## src/design/mrpr_pkg.sv

```systemverilog
// shared types and constants for the multi-region pixel router
`default_nettype none

package mrpr_pkg;

   localparam int CHANNEL_WIDTH      = 16;
   localparam int COORD_WIDTH        = 16;
   localparam int MASK_WIDTH         = 4;
   localparam int REGION_COUNT_WIDTH = 3;
   localparam int CSR_INDEX_WIDTH    = 3;
   localparam int CSR_DATA_WIDTH     = 64;

   typedef enum logic [CSR_INDEX_WIDTH-1:0] {
      CSR_IMAGE_WIDTH  = 3'd0,
      CSR_IMAGE_HEIGHT = 3'd1,
      CSR_REGION_COUNT = 3'd2,
      CSR_REGION_ZERO  = 3'd3,
      CSR_REGION_ONE   = 3'd4,
      CSR_REGION_TWO   = 3'd5,
      CSR_REGION_THREE = 3'd6
   } csr_index_type;

   // packed from high to low as width, height, x, y
   typedef struct packed {
      logic [COORD_WIDTH-1:0] w;
      logic [COORD_WIDTH-1:0] h;
      logic [COORD_WIDTH-1:0] x;
      logic [COORD_WIDTH-1:0] y;
   } region_type;

   typedef struct packed {
      logic [CHANNEL_WIDTH-1:0] red;
      logic [CHANNEL_WIDTH-1:0] green;
      logic [CHANNEL_WIDTH-1:0] blue;
      logic [CHANNEL_WIDTH-1:0] alpha;
   } pixel_type;

endpackage

`default_nettype wire

```

## src/design/multi_region_pixel_router.sv

```systemverilog
// top level of the multi-region pixel router
//
// Takes one RGBA pixel per cycle in raster order and tracks its column and
// row against the configured frame size. Each pixel is tested against the
// first region_count rectangles (at most NUM_REGIONS) and is forwarded with
// the mask of the rectangles that hold it; pixels that fall in no rectangle
// are dropped. A pixel is captured with its position in an input register,
// the rectangle compares run in parallel behind it, and a result register
// holds the outgoing transaction; the sustained rate is one pixel per
// cycle while rsp_ready is high. req_ready follows rsp_ready
// combinationally through the two stages. Configuration writes take effect
// at once and should be made while no transaction is in flight.
`default_nettype none

module multi_region_pixel_router import mrpr_pkg::*; #(
   parameter int NUM_REGIONS = 4
) (
   input  logic                          clock,
   input  logic                          reset,

   input  logic                          req_valid,
   output logic                          req_ready,
   input  logic [CHANNEL_WIDTH-1:0]      req_red_in,
   input  logic [CHANNEL_WIDTH-1:0]      req_green_in,
   input  logic [CHANNEL_WIDTH-1:0]      req_blue_in,
   input  logic [CHANNEL_WIDTH-1:0]      req_alpha_in,

   output logic                          rsp_valid,
   input  logic                          rsp_ready,
   output logic [CHANNEL_WIDTH-1:0]      rsp_red_out,
   output logic [CHANNEL_WIDTH-1:0]      rsp_green_out,
   output logic [CHANNEL_WIDTH-1:0]      rsp_blue_out,
   output logic [CHANNEL_WIDTH-1:0]      rsp_alpha_out,
   output logic [MASK_WIDTH-1:0]         rsp_region_mask,

   input  logic                          csr_write_en,
   input  logic [CSR_INDEX_WIDTH-1:0]    csr_index,
   input  logic [CSR_DATA_WIDTH-1:0]     csr_wdata
);

   // configuration
   logic [COORD_WIDTH-1:0]        image_width_ff;
   logic [COORD_WIDTH-1:0]        image_height_ff;
   logic [REGION_COUNT_WIDTH-1:0] region_count_ff;
   region_type                    region_ff [NUM_REGIONS];

   // position of the next pixel
   logic [COORD_WIDTH-1:0]        col_ff, col_in;
   logic [COORD_WIDTH-1:0]        row_ff, row_in;
   logic [COORD_WIDTH:0]          col_inc;
   logic [COORD_WIDTH:0]          row_inc;

   // input stage
   logic                          s1_valid_ff, s1_valid_in;
   pixel_type                     s1_pixel_ff;
   logic [COORD_WIDTH-1:0]        s1_col_ff;
   logic [COORD_WIDTH-1:0]        s1_row_ff;

   // result stage
   logic                          rsp_valid_ff, rsp_valid_in;
   pixel_type                     rsp_pixel_ff;
   logic [MASK_WIDTH-1:0]         rsp_mask_ff;

   logic [MASK_WIDTH-1:0]         match_mask;
   logic                          out_free;
   logic                          s1_advance;
   logic                          rsp_load;
   logic                          req_take;

   // configuration writes
   always_ff @(posedge clock) begin
      if (reset) begin
         image_width_ff  <= '0;
         image_height_ff <= '0;
         region_count_ff <= '0;
         for (int i = 0; i < NUM_REGIONS; i++) begin
            region_ff[i] <= '0;
         end
      end else if (csr_write_en) begin
         if (csr_index == CSR_IMAGE_WIDTH) begin
            image_width_ff <= csr_wdata[COORD_WIDTH-1:0];
         end
         if (csr_index == CSR_IMAGE_HEIGHT) begin
            image_height_ff <= csr_wdata[COORD_WIDTH-1:0];
         end
         if (csr_index == CSR_REGION_COUNT) begin
            region_count_ff <= csr_wdata[REGION_COUNT_WIDTH-1:0];
         end
         for (int i = 0; i < NUM_REGIONS; i++) begin
            if (csr_index == CSR_REGION_ZERO + CSR_INDEX_WIDTH'(i)) begin
               region_ff[i] <= region_type'(csr_wdata);
            end
         end
      end
   end

   // handshake between stages
   assign out_free   = !rsp_valid_ff || rsp_ready;
   assign s1_advance = s1_valid_ff && ((match_mask == '0) || out_free);
   assign rsp_load   = s1_advance && (match_mask != '0);
   assign req_ready  = !s1_valid_ff || s1_advance;
   assign req_take   = req_valid && req_ready;

   assign s1_valid_in  = req_take || (s1_valid_ff && !s1_advance);
   assign rsp_valid_in = rsp_load || (rsp_valid_ff && !rsp_ready);

   // raster position counters
   assign col_inc = {1'b0, col_ff} + (COORD_WIDTH+1)'(1);
   assign row_inc = {1'b0, row_ff} + (COORD_WIDTH+1)'(1);

   always_comb begin
      col_in = col_ff;
      row_in = row_ff;
      if (req_take) begin
         if (col_inc >= {1'b0, image_width_ff}) begin
            col_in = '0;
            if (row_inc >= {1'b0, image_height_ff}) begin
               row_in = '0;
            end else begin
               row_in = row_inc[COORD_WIDTH-1:0];
            end
         end else begin
            col_in = col_inc[COORD_WIDTH-1:0];
         end
      end
   end

   always_ff @(posedge clock) begin
      if (reset) begin
         col_ff       <= '0;
         row_ff       <= '0;
         s1_valid_ff  <= 1'b0;
         rsp_valid_ff <= 1'b0;
      end else begin
         col_ff       <= col_in;
         row_ff       <= row_in;
         s1_valid_ff  <= s1_valid_in;
         rsp_valid_ff <= rsp_valid_in;
      end
   end

   always_ff @(posedge clock) begin
      if (req_take) begin
         s1_pixel_ff <= '{red: req_red_in, green: req_green_in,
                          blue: req_blue_in, alpha: req_alpha_in};
         s1_col_ff   <= col_ff;
         s1_row_ff   <= row_ff;
      end
      if (rsp_load) begin
         rsp_pixel_ff <= s1_pixel_ff;
         rsp_mask_ff  <= match_mask;
      end
   end

   mrpr_match #(
      .NUM_REGIONS (NUM_REGIONS)
   ) u_match (
      .col          (s1_col_ff),
      .row          (s1_row_ff),
      .region_count (region_count_ff),
      .regions      (region_ff),
      .mask         (match_mask)
   );

   assign rsp_valid       = rsp_valid_ff;
   assign rsp_red_out     = rsp_pixel_ff.red;
   assign rsp_green_out   = rsp_pixel_ff.green;
   assign rsp_blue_out    = rsp_pixel_ff.blue;
   assign rsp_alpha_out   = rsp_pixel_ff.alpha;
   assign rsp_region_mask = rsp_mask_ff;

endmodule

`default_nettype wire

```

## src/design/mrpr_match.sv

```systemverilog
// parallel rectangle containment test producing the region mask
`default_nettype none

module mrpr_match import mrpr_pkg::*; #(
   parameter int NUM_REGIONS = 4
) (
   input  logic [COORD_WIDTH-1:0]        col,
   input  logic [COORD_WIDTH-1:0]        row,
   input  logic [REGION_COUNT_WIDTH-1:0] region_count,
   input  region_type                    regions [NUM_REGIONS],
   output logic [MASK_WIDTH-1:0]         mask
);

   for (genvar i = 0; i < MASK_WIDTH; i++) begin : g_region
      if (i < NUM_REGIONS) begin : g_used
         logic [COORD_WIDTH:0] x_end;
         logic [COORD_WIDTH:0] y_end;
         logic                 active;
         logic                 contained;

         // end coordinates one bit wider so they never wrap
         assign x_end  = {1'b0, regions[i].x} + {1'b0, regions[i].w};
         assign y_end  = {1'b0, regions[i].y} + {1'b0, regions[i].h};
         assign active = region_count > REGION_COUNT_WIDTH'(i);
         assign contained = (col >= regions[i].x) && ({1'b0, col} < x_end) &&
                            (row >= regions[i].y) && ({1'b0, row} < y_end);
         assign mask[i] = active && contained;
      end else begin : g_unused
         assign mask[i] = 1'b0;
      end
   end

endmodule

`default_nettype wire

```

## config.mk

```make
export PLATFORM = sky130hd
export DESIGN_NAME = multi_region_pixel_router
export DESIGN_NICKNAME = d
export VERILOG_FILES = /design/src/design/mrpr_pkg.sv /design/src/design/multi_region_pixel_router.sv /design/src/design/mrpr_match.sv
export SDC_FILE = /design/constraint.sdc
export NUM_CORES = 1
export LEC_CHECK = 0
export BUFFER_PORTS_ARGS = -buffer_cell sky130_fd_sc_hd__buf_2
export CORE_AREA = 2 2 290 292
export DETAILED_ROUTE_END_ITERATION = 8
export DIE_AREA = 0 0 292 294
export HOLD_SLACK_MARGIN = 0.15
export MAX_ROUTING_LAYER = met4
export PLACE_DENSITY_LB_ADDON = 0.3
export SLEW_MARGIN = 20
export SYNTH_ARGS = -nofsm -noshare
export SYNTH_HDL_FRONTEND = slang
export SYNTH_SLANG_ARGS = --single-unit
```

## constraint.sdc

```tcl
create_clock -name clock -period 11.1 [get_ports clock]
set_input_delay 0.555 -clock clock [delete_from_list [all_inputs] [get_ports clock]]
set_output_delay 0.555 -clock clock [all_outputs]
set_load 0.05 [all_outputs]
```

==> out/metrics.yaml, run 1 <==
synth_most_common_cell: "nand2_1"
core_mm2: 0.0829
grt_antenna_before_repair: 2
fin_crit_sh_pct: 61.1
dr.first_iter.drc_count: 1654
dp_slack_ns: 4.50
syn-cell-area_mm2: 0.0287
yosysUniqueCellTypes: 72
drcViolationCount: 0
grt_pass1_vias: 22400
cts-buffers-inserted: 58
power.leakage_nw: 13.2
ys.flop_type: "dfxtp_1"
synth_nets: 3804
max_slew_margin_pct: 14.2
grt_max_degree: 91
port_buffers: 205
synth-seq-cells: 489
clock-sinks: 489
final_max_slew_viol_count: 0
p_sw_mw: 1.10
syn_to_final_growth_pct: 17.0
synth_common_cells: "nand2_1, a21oi_1, ha_1"
p_sw_share_pct: 24.9
clockPowerShare_pct: 46.5
grt_pass1_wl_mm: 128
synth_area_leader_cell: "dfxtp_1"
worstSetupPathType: "register to output port"
cp.arrival_ns: 6.23
dieArea_mm2: 0.0858
overflow: 0
cts_root_buf: "clkbuf_16"
required_ns: 10.55
viasPerCell: 5.13
yosysWarnings: 0
ys_seq_area_share_pct: 39.8
critPathMaxFanout: 26
fin_setup_tns_ns: 0
layout_min_cycle_time_ns: 6.78
ctsHtreeMaxLevel: 2
synth_edf_count: 164
vdd_drop_max_v: 0.000115
grt.total_usage_pct: 19.5
tritoncts: "built"
cts_resized: 0
cts.clk_slew.worst_paths_ns: 0.06
status: "finished, final reports clean"
hold_path.class: "primary input to register"
endpoint_kind: "output port"
wl_per_cell_um: 17.9
place.gp.congestion: 0.880
die_w_um: 292
row_count: 106
grt_setup_unrepaired: "no"
clk_path_buf_depth: 3
drive_gt1_share_pct: 9.97
insertion_delay_ns: 0.65
ys_async_sr_fraction_pct: 0
worst_pin_slew_ns: 1.27
dr.pass1.iters: 6
fin_skew_ns: 0.0492
start_util_pct: 34.7
wl_mm: 83.0
instances_no_fill: 4622
p_comb_share_pct: 9.5
ios: 206
hold_violations: 0
finalSetupViolations: 0
maxCapViolCount: 0
ys_top_cells_by_area: "dfxtp_1, ha_1, edfxtp_1"
yosys.area.top_type_share_pct: 22.6
power.density_mw_per_mm2: 132
dp.cells: 4448
synth_area_per_cell_um2: 8.84
setup_ws_ns: 4.32
die_h_um: 294
cellInternalPower_mw: 3.33
hpwl_mm: 60.3
syn_inst: 3250
pwr-share-seq_pct: 44.0
antenna_left: 0
nets: 4047
cts_hold_buf: 64
post_cts.repair.setup_buffers: 0
vias: 23700
fill_cells: 8237
clock.fmax_mhz: 147
start_kind: "register"
==> registers in the layout, summed over array words and instances (netlist names), 3 cells and up <==
name	cells
rsp_blue_out	16
region_count_ff	3
s1_row_ff	16
region_ff	256
col_ff	16
rsp_red_out	16
rsp_region_mask	4
rsp_green_out	16
rsp_alpha_out	16
image_height_ff	16
s1_col_ff	16
image_width_ff	16
s1_pixel_ff	64
row_ff	16
==> logic make-up (layout without fill, tap and decap cells) <==
kind of cell	count (synthesis)	after routing	synth area share [%]
AND/OR/NAND/NOR	1056	1056	16.0
AO/OA/AOI/OAI	828	828	17.3
flip-flops	489	489	39.8
adder cells (fa/ha/maj)	418	418	18.4
buffers and inverters	318	609	4.19
XOR/XNOR	129	129	3.93
multiplexers	12	12	0.418
other	0	1	0
==> per-layer routing <==
metal	wire length [um]	track usage, %	part of all wire [%]
met2	39700	32.6	48
met3	3690	2.59	4.5
met1	37100	24.5	45
met5	0	-	0
met4	2470	6.16	3.0
==> through the flow <==
stage | power [mW] | utilization, % | hold WS [ns] | instance area [um2]
after detailed placement | 2.39 | 37.3 | 0.405 | 30900
after global routing | 4.61 | 40.6 | 0.197 | 33600
final | 4.43 | 40.6 | 0.208 | 33600
after floorplan | 2.23 | - | 0.400 | 28700
after global placement | 2.38 | 37.3 | 0.400 | 30900
after CTS | 4.48 | 40.5 | 0.175 | 33600
==> power by group through the flow <==
stage | registers, mW | clock network [mW] | logic [mW]
2_1_floorplan | 1.97 | 0 | 0.258
3_3_place_gp | 1.98 | 0 | 0.396
3_5_place_dp | 1.99 | 0 | 0.400
4_1_cts | 1.95 | 2.11 | 0.421
5_1_grt | 1.95 | 2.18 | 0.474
6_report | 1.95 | 2.06 | 0.421
==> worst max-delay path, cell delays in order, from the launching register on <==
cell,delay [ns]
dfxtp_1,0.32
ha_1,0.28
a21o_1,0.18
a21oi_1,0.24
o21bai_1,0.09
a21oi_1,0.23
o21ai_0,0.20
a211oi_1,0.43
o21bai_1,0.13
a21oi_1,0.20
xor2_1,0.10
ha_1,0.20
nor3_1,0.33
nand2_1,0.12
a211oi_1,0.18
o21ai_0,0.20
a221o_1,0.36
o311ai_0,0.35
a32oi_2,0.31
a21oi_2,0.22
buf_4,0.29
inv_1,0.28
buf_2,0.30
==> worst paths after layout <==
| path | startpoint | endpoint | slack (ns) | cells after the start |
|---|---|---|---|---|
| worst max-delay path | region_ff[193] | req_ready | 4.32 | 22 |
| worst min-delay path | csr_wdata[45] | region_ff[173] | 0.21 | 3 |
| worst min register to register | s1_pixel_ff[43] | rsp_green_out[11] | 0.42 | 0 |
| worst max register to register | region_ff[193] | s1_pixel_ff[28] | 4.74 | 22 |
==> placed cells by master, fill, tap and decap left out, types with 10 or more instances in the layout <==
cell type,netlist,routed
a211o_1,10,10
a211oi_1,27,27
a21o_1,50,50
a21oi_1,452,452
a31oi_1,14,14
and3_1,17,16
and4_1,11,11
buf_2,3,204
buf_4,0,16
clkbuf_1,99,15
clkbuf_16,0,61
clkbuf_8,0,11
dfxtp_1,325,325
dlygate4sd3_1,0,64
edfxtp_1,164,164
ha_1,410,410
inv_1,214,214
mux2i_1,12,12
nand2_1,675,675
nand2b_1,29,29
nand3_1,72,69
nand4_1,33,33
nor2_1,100,96
nor2b_1,35,35
nor3_1,40,37
o211ai_1,11,11
o21a_1,34,34
o21ai_0,103,103
o21bai_1,17,17
o221ai_1,10,10
o311ai_0,13,13
or2_2,10,10
xnor2_1,57,57
xor2_1,72,72
==> area by class of cell <==
cell class,count,area [um2],area share (%)
well taps,1080,1350,4.02
flip-flops and latches,489,11400,34.0
clock buffers,87,1730,5.15
clock inverters,21,323,0.960
inverters,215,807,2.40
multi-input cells,2443,16200,48.1
diodes,1,2.50,0.00744
repair buffers,286,1820,5.42
Note: power is estimated with default switching activity, not from simulation.
==> run 2: changes to the inputs <==
==> constraint.sdc (replaced) <==
create_clock -name clock -period 7.1 [get_ports clock]
set_input_delay 0.355 -clock clock [delete_from_list [all_inputs] [get_ports clock]]
set_output_delay 0.355 -clock clock [all_outputs]
set_load 0.05 [all_outputs]
==> run 2 against run 1 <==
Net effect: wire length grew 0.74%; clock power grew 49%; largest power group unchanged; clock-buffer cell count shrank 1; utilization grew 0.65 points; register-to-register slack lost 4.1 ns; non-clock buffer count grew 63; critical endpoint unchanged; worst setup slack lost 3.8 ns; sequential share of layout area shrank 0.53 points.
==> out/metrics.yaml, run 2 (synthesized netlist as in run 1, its figures left out) <==
core_mm2: 0.0829
final_max_slew_viol_count: 0
vias: 23900
total_power_mw: 6.80
clock-sinks: 489
wl_per_cell_um: 17.8
max_slew_margin_pct: 25.2
grt_pass1_vias: 23000
finalSetupViolations: 0
biggestRegsByFlops: "region_ff x256, s1_pixel_ff x64"
insertion_delay_ns: 0.65
critPathMaxFanout: 25
place.gp.congestion: 0.885
largest_reg_flops: 256
required_ns: 6.74
start_util_pct: 34.7
syn_to_final_growth_pct: 18.9
drcViolationCount: 0
grt.total_usage_pct: 19.7
ios: 206
start_kind: "register"
final_common_cell: "nand2_1"
reg2reg_slack_ns: 0.67
cp_slowest_cell: "a221oi_1"
die_h_um: 294
wl_mm: 83.6
drive_gt1_share_pct: 9.77
grt_setup_unrepaired: "no"
cts_root_buf: "clkbuf_16"
hpwl_mm: 60.0
maxCapViolCount: 0
nets: 4110
row_count: 106
path_buf_inv: 3
vdd_drop_max_v: 0.000215
grt_antenna_before_repair: 0
dieArea_mm2: 0.0858
crit_family: "compound AO/OA/AOI/OAI gates"
viasPerCell: 5.10
dr.first_iter.drc_count: 1350
die_w_um: 292
hold_violations: 0
endpoint_kind: "output port"
fin_hold_ws_ns: 0.226
fin_skew_ns: 0.0512
layout_min_cycle_time_ns: 6.56
final_cell_mix: "nand2_1, a21oi_1, ha_1, dfxtp_1, inv_1"
diodes: 0
port_buffers: 205
overflow: 0
antenna_left: 0
cp.arrival_ns: 6.20
cts-buffers-inserted: 58
tritoncts: "built"
fin_crit_sh_pct: 92.4
status: "finished, final reports clean"
dp.cells: 4447
cts.clk_slew.worst_paths_ns: 0.06
regMostFlops: "region_ff"
power.density_mw_per_mm2: 199
max_stage_delay_ns: 0.78
worstSetupPathType: "register to output port"
clk_path_buf_depth: 3
setup_ws_ns: 0.543
crit_path_cell_trace: "ha_1 -> a21o_1 -> a21oi_1 -> nor2_1 -> o21a_1 -> nor3_1 -> o31ai_1 -> o41ai_1 -> o21bai_1 -> a21oi_1 -> xor2_1 -> ha_1 -> and4_1 -> o221ai_1 -> a31oi_1 -> a221oi_1 -> nor2_1 -> a21oi_2 -> buf_4 -> inv_1 -> buf_2"
instances_no_fill: 4684
fin_setup_tns_ns: 0
ctsHtreeMaxLevel: 2
power.leakage_nw: 13.4
grt_max_degree: 174
hold_path.class: "primary input to register"
dp_slack_ns: 0.759
clock.fmax_mhz: 153
grt_pass1_wl_mm: 130
worst_pin_slew_ns: 1.11
dr.pass1.iters: 5
-- run 2: cell count changes in the layout (fill, tap and decap cells not counted), sizes merged, moves of 2 or more --
cell | previous run | this run
bufinv | 8 | 5
dlygate4sd3 | 64 | 129
clkinv | 11 | 15
buf | 222 | 220
-- run 2: routing by layer --
layer,track usage (%),share of wire (%),routed length (um)
met1,24.7,45,37300
met4,4.90,2.3,1950
met5,-,0,0
met2,33.6,49,40800
met3,2.45,4.3,3570
-- run 2: worst reg2reg max path, stage by stage (launching register included) --
cell and delay [ns]:
dfxtp_1 0.34, ha_1 0.23, fa_1 0.43, a211o_1 0.34, a2111oi_2 0.45, o31a_1 0.26, nor2b_1 0.06, o21ai_0 0.14
nand2b_1 0.10, a21o_1 0.18, a21oi_1 0.16, xor2_1 0.09, ha_1 0.29, and4_1 0.20, o2111ai_1 0.11, a21oi_1 0.13
o21ai_0 0.11, a211oi_1 0.31, nor3_2 0.13, nor2_1 0.17, a21oi_2 0.11, nor2_4 0.82, buf_4 0.83
-- run 2: path summary, 6_finish.rpt --
| kind | endpoint | startpoint | cells past startpoint |
|---|---|---|---|
| setup / recovery | req_ready | region_ff[129] | 21 |
| hold / removal | row_ff[14] | req_valid | 3 |
| setup reg to reg | s1_pixel_ff[47] | region_ff[80] | 22 |
| hold reg to reg | rsp_blue_out[9] | s1_pixel_ff[25] | 0 |
-- run 2: timing repair --
item | in CTS | in global routing
endpoints found under the setup margin | 0 | 1
buffers inserted | 0 | 0
hold buffers | 129 | 0
resized for setup | 0 | 3
endpoints found under the hold margin | 347 | 0
-- run 2: report_power, final --
part | internal [mW] | switching (mW) | total (mW)
Clock | 1.82 | 1.25 | 3.07
Sequential | 2.97 | 0.0684 | 3.04
Combinational | 0.277 | 0.413 | 0.690
-- run 2: layout make-up --
| cell class | count | area [um2] |
|---|---|---|
| fillers | 8307 | 48700 |
| flip-flops and latches | 489 | 11400 |
| repair buffers | 349 | 2460 |
| clock inverters | 22 | 267 |
| well taps | 1080 | 1350 |
| multi-input cells | 2443 | 16200 |
| clock buffers | 86 | 1680 |
| inverters | 215 | 807 |
-- run 2: metrics by stage --
stage	cell area [um2]	util [%]
CTS	34200	41.2
detailed placement	30900	37.3
finish	34200	41.2
global placement	30900	37.3
floorplan	28700	-
global route	34200	41.2
==> run 3: changes to the inputs <==
--- a/config.mk
+++ b/config.mk
@@ -5,6 +5,7 @@
 export SDC_FILE = /design/constraint.sdc
 export NUM_CORES = 1
 export LEC_CHECK = 0
+export ABC_AREA = 1
 export BUFFER_PORTS_ARGS = -buffer_cell sky130_fd_sc_hd__buf_2
 export CORE_AREA = 2 2 290 292
 export DETAILED_ROUTE_END_ITERATION = 8
==> run 3 against run 2 <==
Net effect: synthesized cell count is 7.8% higher; critical path depth rose by 6; synthesized area increased by 0.29%; highest routed layer unchanged; utilization about the same; critical path type is now register to register; flip-flop and latch count unchanged; largest power group is now registers.
==> out/metrics.yaml, run 3 <==
status: "finished, final reports clean"
fin_setup_tns_ns: 0
ys_seq_area_share_pct: 39.7
biggestRegsByFlops: "region_ff x256, s1_pixel_ff x64"
place.gp.congestion: 0.888
layout_min_cycle_time_ns: 5.33
regMostFlops: "region_ff"
final_core_util_pct: 41.2
endpoint_kind: "register"
final_cell_mix: "nor2_1, nand2_1, ha_1, a21oi_1, inv_1"
max_slew_margin_pct: 33.6
ys_top_cells_by_area: "dfxtp_1, ha_1, edfxtp_1"
final_max_slew_viol_count: 0
yosysUniqueCellTypes: 51
power.density_mw_per_mm2: 222
hold_violations: 0
syn-cell-area_mm2: 0.0288
fin_skew_ns: 0.0562
grt_antenna_before_repair: 1
synth_edf_count: 164
dr.pass1.iters: 6
clock.fmax_mhz: 188
power.leakage_nw: 15.0
syn_inst: 3504
vdd_drop_max_v: 0.000173
antenna_left: 0
cts-buffers-inserted: 58
dieArea_mm2: 0.0858
grt.total_usage_pct: 18.6
cts.clk_slew.worst_paths_ns: 0.06
ys_async_sr_fraction_pct: 0
dr.first_iter.drc_count: 1491
largest_reg_flops: 256
synth_area_per_cell_um2: 8.23
start_util_pct: 34.8
hpwl_mm: 59.1
overflow: 0
finalSetupViolations: 0
nets: 4360
wl_per_cell_um: 16.0
maxCapViolCount: 0
clk_path_buf_depth: 3
hold_path.class: "primary input to register"
tritoncts: "built"
ios: 206
row_count: 106
drive_gt1_share_pct: 8.95
core_mm2: 0.0829
drcViolationCount: 0
yosys.area.top_type_share_pct: 22.6
insertion_delay_ns: 0.66
syn_to_final_growth_pct: 18.5
worst_pin_slew_ns: 0.993
port_buffers: 205
fin_crit_sh_pct: 75.1
yosysWarnings: 0
die_h_um: 294
grt_pass1_wl_mm: 124
wl_mm: 78.9
clock-sinks: 489
start_kind: "register"
grt_setup_unrepaired: "no"
viasPerCell: 4.83
synth_nets: 4058
ctsHtreeMaxLevel: 2
grt_pass1_vias: 23000
synth-seq-cells: 489
synth_common_cells: "nor2_1, nand2_1, ha_1"
die_w_um: 292
cts_root_buf: "clkbuf_16"
synth_area_leader_cell: "dfxtp_1"
grt_max_degree: 145
ys.flop_type: "dfxtp_1"
final_common_cell: "nor2_1"
required_ns: 7.71
critPathMaxFanout: 69
cp.arrival_ns: 5.94
fill_cells: 8319
worstSetupPathType: "register to register"
vias: 23800
post_cts.repair.setup_buffers: 0
synth_most_common_cell: "nor2_1"
## run 3: cell types whose count changed after synthesis, sizes merged, moves of 14 or more
cell,before,now
a21o,50,9
nor2,101,475
o21a,34,11
inv,214,392
nor2b,35,0
nand2,675,471
xnor2,57,41
nand3,72,86
xor2,72,89
o21ai,107,372
and3,17,0
a211oi,30,9
nand2b,29,2
a21oi,453,390
## run 3: critical path: stages (launching register included)
cell and delay [ns]:
dfxtp_1 0.32, ha_1 0.37, nand2_1 0.09, nor3_1 0.15
nand2_1 0.09, o211ai_1 0.15, nand2_1 0.09, a21oi_1 0.23
a31oi_1 0.16, o21ai_0 0.28, nand2_1 0.08, nand2_1 0.07
a21oi_1 0.06, xor2_1 0.15, ha_1 0.29, nand3_1 0.11
nor3_1 0.05, nor2_1 0.09, nand3_1 0.09, nor2_1 0.35
nand3_1 0.23, nand2_2 0.15, nand2_1 0.09, nor2_4 0.08
buf_4 0.69, nor2_1 0.08, nor2_1 0.11, dlygate4sd3_1 0.55
## run 3: worst paths after layout
check                                          to  slack, ns             from  depth (start not counted)
worst min register to register   rsp_green_out[5]       0.41  s1_pixel_ff[37]                          0
worst max-delay path                    rsp_valid       1.77   region_ff[149]                         27
worst min-delay path            image_width_ff[5]       0.18     csr_wdata[5]                          3
worst max register to register          rsp_valid       1.77   region_ff[149]                         27
## run 3: timing repair
action	4_1_cts	5_1_grt
gates resized for setup	0	0
hold endpoints to repair	293	0
hold buffers	126	0
## run 3: routing by layer
| metal | GRT usage (%) | wire length, um |
|---|---|---|
| met2 | 32.0 | 38500 |
| met5 | - | 0 |
| met3 | 2.07 | 2860 |
| met4 | 5.19 | 1900 |
| met1 | 23.2 | 35600 |
## run 3: cells by family (layout without fill, tap and decap cells)
logic type,count (synthesis),in the layout,share of synthesized area (%)
buffers and inverters,492,842,6.52
adder cells (fa/ha/maj),418,418,18.4
other,0,1,0
AO/OA/AOI/OAI,848,848,15.5
XOR/XNOR,130,130,3.95
flip-flops,489,489,39.7
AND/OR/NAND/NOR,1127,1127,16.0
## run 3: where the power goes
group	leakage, nW	total, mW	internal [mW]	switching, mW
sequential	4.21	3.19	3.04	0.151
clock	0.951	3.02	1.76	1.26
combinational	9.79	1.37	0.540	0.832
total	15.0	7.58	5.34	2.24
## run 3: area by class of cell
type | instances | area, um2 | share of cell area [%]
clock buffers | 77 | 1620 | 4.75
clock inverters | 31 | 330 | 0.967
inverters | 392 | 1490 | 4.35
well taps | 1080 | 1350 | 3.96
repair buffers | 342 | 2380 | 6.97
multi-input cells | 2523 | 15600 | 45.5
diodes | 1 | 2.50 | 0.00733
flip-flops and latches | 489 | 11400 | 33.5
## run 3: stage by stage
step,cells,area [um2],setup WS [ns],hold WS [ns],power [mW]
2_1_floorplan,3504,28800,0.703,0.400,4.15
3_3_place_gp,4700,30900,2.19,0.400,4.54
3_5_place_dp,4700,30900,2.14,0.405,4.56
4_1_cts,4934,34200,1.78,0.152,7.67
5_1_grt,4934,34200,1.29,0.175,8.00
6_report,4935,34200,1.77,0.179,7.58
